<file path="src/hw/rtl/tdbl_pkg.sv">
// ----------------------------------------------------------------------------
// Two-dimensional breakpoint table lookup package
// Shared widths, function codes, register indexes and payload structs.
// ----------------------------------------------------------------------------
`timescale 1ns / 1ps

package tdbl_pkg;

    localparam int DATA_W       = 32;
    localparam int IDX_W        = 5;
    localparam int CNT_W        = 6;
    localparam int MAX_ROWS_DEF = 32;
    localparam int MAX_COLS_DEF = 32;

    typedef enum logic [1:0] {
        FUNC_WR_ROW  = 2'd0,
        FUNC_WR_COL  = 2'd1,
        FUNC_WR_CELL = 2'd2,
        FUNC_LOOKUP  = 2'd3
    } t_func;

    typedef enum logic {
        CFG_ROWS_IN_USE = 1'b0,
        CFG_COLS_IN_USE = 1'b1
    } t_cfg_index;

    typedef struct packed {
        t_func                     func;
        logic [IDX_W-1:0]          row_index;
        logic [IDX_W-1:0]          col_index;
        logic signed [DATA_W-1:0]  write_value;
        logic signed [DATA_W-1:0]  row_key;
        logic signed [DATA_W-1:0]  col_key;
    } t_in_item;

    typedef struct packed {
        logic signed [DATA_W-1:0]  cell_value;
        logic                      hit;
        logic [IDX_W-1:0]          row_found;
        logic [IDX_W-1:0]          col_found;
    } t_out_item;

    // Search token handed from one cell to the next.
    typedef struct packed {
        logic                      valid;
        logic                      found;
        logic signed [DATA_W-1:0]  key;
    } t_tok;

endpackage

</file>
<file path="src/hw/rtl/tdbl_cell.sv">
// ----------------------------------------------------------------------------
// Breakpoint cell
// Holds one breakpoint and tests a passing search token against it.
// ----------------------------------------------------------------------------
`timescale 1ns / 1ps

module tdbl_cell #(
    parameter int  DEPTH = tdbl_pkg::MAX_ROWS_DEF,
    parameter int  POS   = 0,
    localparam int IW    = $clog2(DEPTH)
) (
    input  logic                                i_clk,
    input  logic                                i_rst_n,
    input  logic                                i_wr_en,
    input  logic [tdbl_pkg::IDX_W-1:0]          i_wr_addr,
    input  logic signed [tdbl_pkg::DATA_W-1:0]  i_wr_value,
    input  logic [tdbl_pkg::CNT_W-1:0]          i_count,
    input  tdbl_pkg::t_tok                      i_tok,
    input  logic [IW-1:0]                       i_idx,
    output tdbl_pkg::t_tok                      o_tok,
    output logic [IW-1:0]                       o_idx
);
    import tdbl_pkg::*;

    logic signed [DATA_W-1:0] r_bp;
    t_tok                     r_tok;
    logic [IW-1:0]            r_idx;
    t_tok                     n_tok;
    logic [IW-1:0]            n_idx;
    logic                     in_use;
    logic                     match;

    always_ff @(posedge i_clk) begin
        if (i_wr_en && (int'(i_wr_addr) == POS)) begin
            r_bp <= i_wr_value;
        end
    end

    // Only the first count positions take part in the search.
    assign in_use = int'(i_count) > POS;
    assign match  = in_use && !i_tok.found && (i_tok.key >= r_bp);

    always_comb begin
        n_tok       = i_tok;
        n_tok.found = i_tok.found | match;
        n_idx       = match ? IW'(POS) : i_idx;
    end

    always_ff @(posedge i_clk) begin
        r_idx <= n_idx;
        if (!i_rst_n) begin
            r_tok <= '0;
        end else begin
            r_tok <= n_tok;
        end
    end

    assign o_tok = r_tok;
    assign o_idx = r_idx;

endmodule

</file>
<file path="src/hw/rtl/tdbl_chain.sv">
// ----------------------------------------------------------------------------
// Breakpoint chain
// A row of breakpoint cells; a token leaves the last cell with the first
// qualifying position on the axis.
// ----------------------------------------------------------------------------
`timescale 1ns / 1ps

module tdbl_chain #(
    parameter int  DEPTH = tdbl_pkg::MAX_ROWS_DEF,
    localparam int IW    = $clog2(DEPTH)
) (
    input  logic                                i_clk,
    input  logic                                i_rst_n,
    input  logic                                i_wr_en,
    input  logic [tdbl_pkg::IDX_W-1:0]          i_wr_addr,
    input  logic signed [tdbl_pkg::DATA_W-1:0]  i_wr_value,
    input  logic [tdbl_pkg::CNT_W-1:0]          i_count,
    input  tdbl_pkg::t_tok                      i_tok,
    output tdbl_pkg::t_tok                      o_tok,
    output logic [IW-1:0]                       o_idx
);
    import tdbl_pkg::*;

    t_tok          tok [DEPTH+1];
    logic [IW-1:0] idx [DEPTH+1];

    assign tok[0] = i_tok;
    assign idx[0] = '0;

    for (genvar g = 0; g < DEPTH; g++) begin : g_cell
        tdbl_cell #(
            .DEPTH (DEPTH),
            .POS   (g)
        ) u_cell (
            .i_clk      (i_clk),
            .i_rst_n    (i_rst_n),
            .i_wr_en    (i_wr_en),
            .i_wr_addr  (i_wr_addr),
            .i_wr_value (i_wr_value),
            .i_count    (i_count),
            .i_tok      (tok[g]),
            .i_idx      (idx[g]),
            .o_tok      (tok[g+1]),
            .o_idx      (idx[g+1])
        );
    end

    assign o_tok = tok[DEPTH];
    assign o_idx = idx[DEPTH];

endmodule

</file>
<file path="config.mk">
export PLATFORM = sky130hd
export DESIGN_NAME = tdbl_chain
export DESIGN_NICKNAME = d
export VERILOG_FILES = /design/src/hw/rtl/tdbl_pkg.sv /design/src/hw/rtl/tdbl_cell.sv /design/src/hw/rtl/tdbl_chain.sv
export SDC_FILE = /design/constraint.sdc
export NUM_CORES = 2
export LEC_CHECK = 0
export BUFFER_PORTS_ARGS = -buffer_cell sky130_fd_sc_hd__buf_2
export CORE_UTILIZATION = 56
export CTS_BUF_LIST = sky130_fd_sc_hd__clkbuf_8
export DETAILED_ROUTE_END_ITERATION = 8
export PLACE_DENSITY = 0.72
export SYNTH_ARGS = -nofsm -noshare
export SYNTH_HDL_FRONTEND = slang
export SYNTH_SLANG_ARGS = --single-unit
</file>
<file path="constraint.sdc">
create_clock -name i_clk -period 4.2 [get_ports i_clk]
set_input_delay 0.21 -clock i_clk [delete_from_list [all_inputs] [get_ports i_clk]]
set_output_delay 0.21 -clock i_clk [all_outputs]
set_load 0.02 [all_outputs]
</file>
==> results.sh <==
export IMPL_via_per_inst=5.30
export IMPL_cp_arrival_ns=3.66
export IMPL_vias=55638
export IMPL_rr_startpoint="g_cell[24].u_cell.r_bp[14]$_DFFE_PP_"
export IMPL_place_area_um2=93600
export IMPL_syn_to_final_growth_pct=13.1
export IMPL_dp_hpwl_um=134000
export IMPL_power_density_nw_per_um2=423
export IMPL_grtUsageTotal=0.249
export IMPL_fin_crit_sh=0.656
export IMPL_wl_per_cell_um=19.2
export IMPL_maxSlewHeadroom=0.202
export IMPL_fp_dieH_um=404
export IMPL_drc=0
export IMPL_maxCapViolCount=0
export IMPL_finalPower_mw=43.2
export IMPL_async_flop_share=0
export IMPL_drt_iter0_drc=3858
export IMPL_gp_congestion=0.881
export IMPL_grt_pass1_vias=56937
export IMPL_antenna_found_initial=21
export IMPL_p_leak_nw=46.1
export IMPL_ant_nets=0
export IMPL_worstSkewPairLatency_ns=1.04
export IMPL_die_x_um=404
export IMPL_setup_ws_ns=1.45
export IMPL_io_buffers=118
export IMPL_grt_max_degree=248
export IMPL_htreeDepth=5
export IMPL_rows=146
export IMPL_root_buffer="clkbuf_8"
export IMPL_hold_path_class="in -> reg"
export IMPL_coreArea_um2=159000
export IMPL_hold_viol_final=0
export IMPL_yosysWarningCount=0
export IMPL_regArea_um2=55100
export IMPL_synth_seq_cells=2241
export IMPL_dr_pass1_iters=7
export IMPL_netlist_top_cells_area="edfxtp_1 (34%), dfxtp_1 (27%), ha_1 (14%)"
export IMPL_synth_top_cell_by_area="edfxtp_1"
export IMPL_critical_path_class="reg -> reg"
export IMPL_grt_pass1_wl_um=313000
export IMPL_rsz0062_at_grt="false"
export IMPL_crit_end="g_cell[24].u_cell.o_idx[2]$_SDFF_PP0_"
export IMPL_drt_total_wl_um=201000
export IMPL_post_place_ws_ns=1.51
export IMPL_ir_worst_vdd_mv=0.426
export IMPL_post_cts_resized=0
export IMPL_numCtsBuffers=363
export IMPL_regToRegSetupSlack_ns=1.45
export IMPL_clockBufferDepth=4
export IMPL_avgSynthCellArea_um2=12.0
export IMPL_rr_endpoint="g_cell[24].u_cell.o_idx[2]$_SDFF_PP0_"
export IMPL_stdcell_area_um2=102000
export IMPL_synth_distinct_cells=81
export IMPL_period_needed_ns=2.75
export IMPL_fin_setup_tns_ns=0
export IMPL_yosysSeqAreaShare=0.610
export IMPL_drive_above_1_share=0.0878
export IMPL_required_ns=5.11
export IMPL_finalCoreUtilization=0.641
export IMPL_path_max_fanout=5
export IMPL_fill_cells=12123
export IMPL_clock_fmax_mhz=363
export IMPL_cts_sinks=2241
export IMPL_cts_tree="yes"
export IMPL_io_pins=119
export IMPL_syn_area_um2=90300
export IMPL_worstSetupStartpoint="g_cell[24].u_cell.r_bp[14]$_DFFE_PP_"
export IMPL_status="finished clean"
export IMPL_cp_end_kind="flip-flop"
export IMPL_synth_top_cell_area_share=0.341
export IMPL_syn_inst=7527
export IMPL_cp_start_kind="flip-flop"
export IMPL_synth_edf_count=1024
export IMPL_setup_viol=0
export IMPL_design_die_area_um2=163000
export IMPL_synth_ff_type="dfxtp_1"
export IMPL_multi_input_area_um2=30700
export IMPL_clock_skew_ns=0.0734
export IMPL_initial_core_util=0.567
export IMPL_cts_clk_slew_worst_paths_ns=0.06
export IMPL_gr_total_overflow=0
export IMPL_syn_nets=8631
export IMPL_drv_slew=0
export IMPL_final_nets=9155
export IMPL_reg2regPathDepth=8
export IMPL_tightest_slew_ns=1.20
registers in the layout (all words and copies together) (netlist names):
name and cells:
g_cell.u_cell.r_bp 1024, g_cell.u_cell.o_tok 1088, g_cell.u_cell.o_idx 129
Yosys cell counts, types with 44 or more instances:
master,count
dfxtp_1,1217
inv_1,1079
and2_1,1052
edfxtp_1,1024
ha_1,1024
a21oi_1,398
nand2_1,258
nor2_1,235
nand4_1,173
o21ai_0,165
clkbuf_1,130
nand2b_1,80
a21o_1,73
o21ai_1,46
a211oi_1,44
metrics by stage:
stage / instances / hold slack [ns]
after floorplan: 7527 / 0.309
after global placement: 9714 / 0.392
after detailed placement: 9714 / 0.391
after CTS: 10481 / 0.0751
after global routing: 10485 / 0.160
final: 10489 / 0.191
cell type report:
cell class	instances	share of cell area
tap	2146	0.0263
clock inverter	201	0.0112
inverter	1081	0.0397
timing repair buffer	292	0.0221
antenna	8	0.000196
sequential	2241	0.540
multi-input combinational	4072	0.300
clock buffer	448	0.0604
critical path, stage by stage (launching register included):
cell and delay (ns):
edfxtp_1 0.32, inv_1 0.04, ha_1 0.29, nand4_1 0.28
nor4_1 0.72, o21ai_0 0.33, a21boi_1 0.29, o31ai_1 0.20
and2_1 0.20
timing repair:
action / CTS / global route
setup buffers: 0 / 0
endpoints found under the hold margin: 1513 / 0
hold buffers: 118 / 0
worst min-delay path by stage:
stage	startpoint	endpoint	slack, ns	depth (start not counted)
floorplan	i_wr_value[0]	g_cell[0].u_cell.r_bp[0]$_DFFE_PP_	0.31	0
global placement	g_cell[22].u_cell.o_idx[2]$_SDFF_PP1_	g_cell[23].u_cell.o_idx[2]$_SDFF_PP1_	0.39	1
detailed placement	g_cell[12].u_cell.o_idx[3]$_SDFF_PP1_	g_cell[13].u_cell.o_idx[3]$_SDFF_PP1_	0.39	1
CTS	i_tok[32]	g_cell[0].u_cell.o_tok[32]$_SDFF_PN0_	0.08	4
global route	i_wr_addr[0]	g_cell[16].u_cell.r_bp[26]$_DFFE_PP_	0.16	4
finish	i_tok[32]	g_cell[0].u_cell.o_tok[32]$_SDFF_PN0_	0.19	4
layer usage:
layer / vias to the layer above / part of all wire / track usage
li1: 26864 / - / -
met1: 26787 / 0.42 / 0.321
met2: 1500 / 0.48 / 0.416
met3: 473 / 0.067 / 0.0494
met4: 14 / 0.031 / 0.0919
met5: - / 0.00040 / 0
layout by cell type (no fill, tap or decap), types with 35 or more instances in the layout:
cell           instances
dfxtp_1             1217
inv_1               1208
and2_1              1052
ha_1                1024
edfxtp_1            1024
clkbuf_8             448
a21oi_1              398
nand2_1              258
nor2_1               203
nand4_1              173
o21ai_0              165
dlygate4sd3_1        118
buf_2                117
nand2b_1              80
a21o_1                73
buf_4                 52
o21ai_1               46
a211oi_1              44
o211ai_1              42
nand3_1               38
nor2b_1               36
clkinv_2              36
nor3_1                35
nor4_1                35
power breakdown:
part / switching, mW / internal (mW) / total (mW)
logic: 0.898 / 0.399 / 1.30
clock network: 8.30 / 10.3 / 18.6
registers: 0.118 / 23.1 / 23.2
total: 9.31 / 33.9 / 43.2
logic make-up after synthesis:
group / Yosys count / synth area share
AO/OA/AOI/OAI: 1004 / 0.0685
adder cells (fa/ha/maj): 1024 / 0.142
buffers and inverters: 1214 / 0.0506
flip-flops: 2241 / 0.610
multiplexers: 5 / 0.000554
AND/OR/NAND/NOR: 2039 / 0.128
Note: power is estimated with default switching activity, not from simulation.
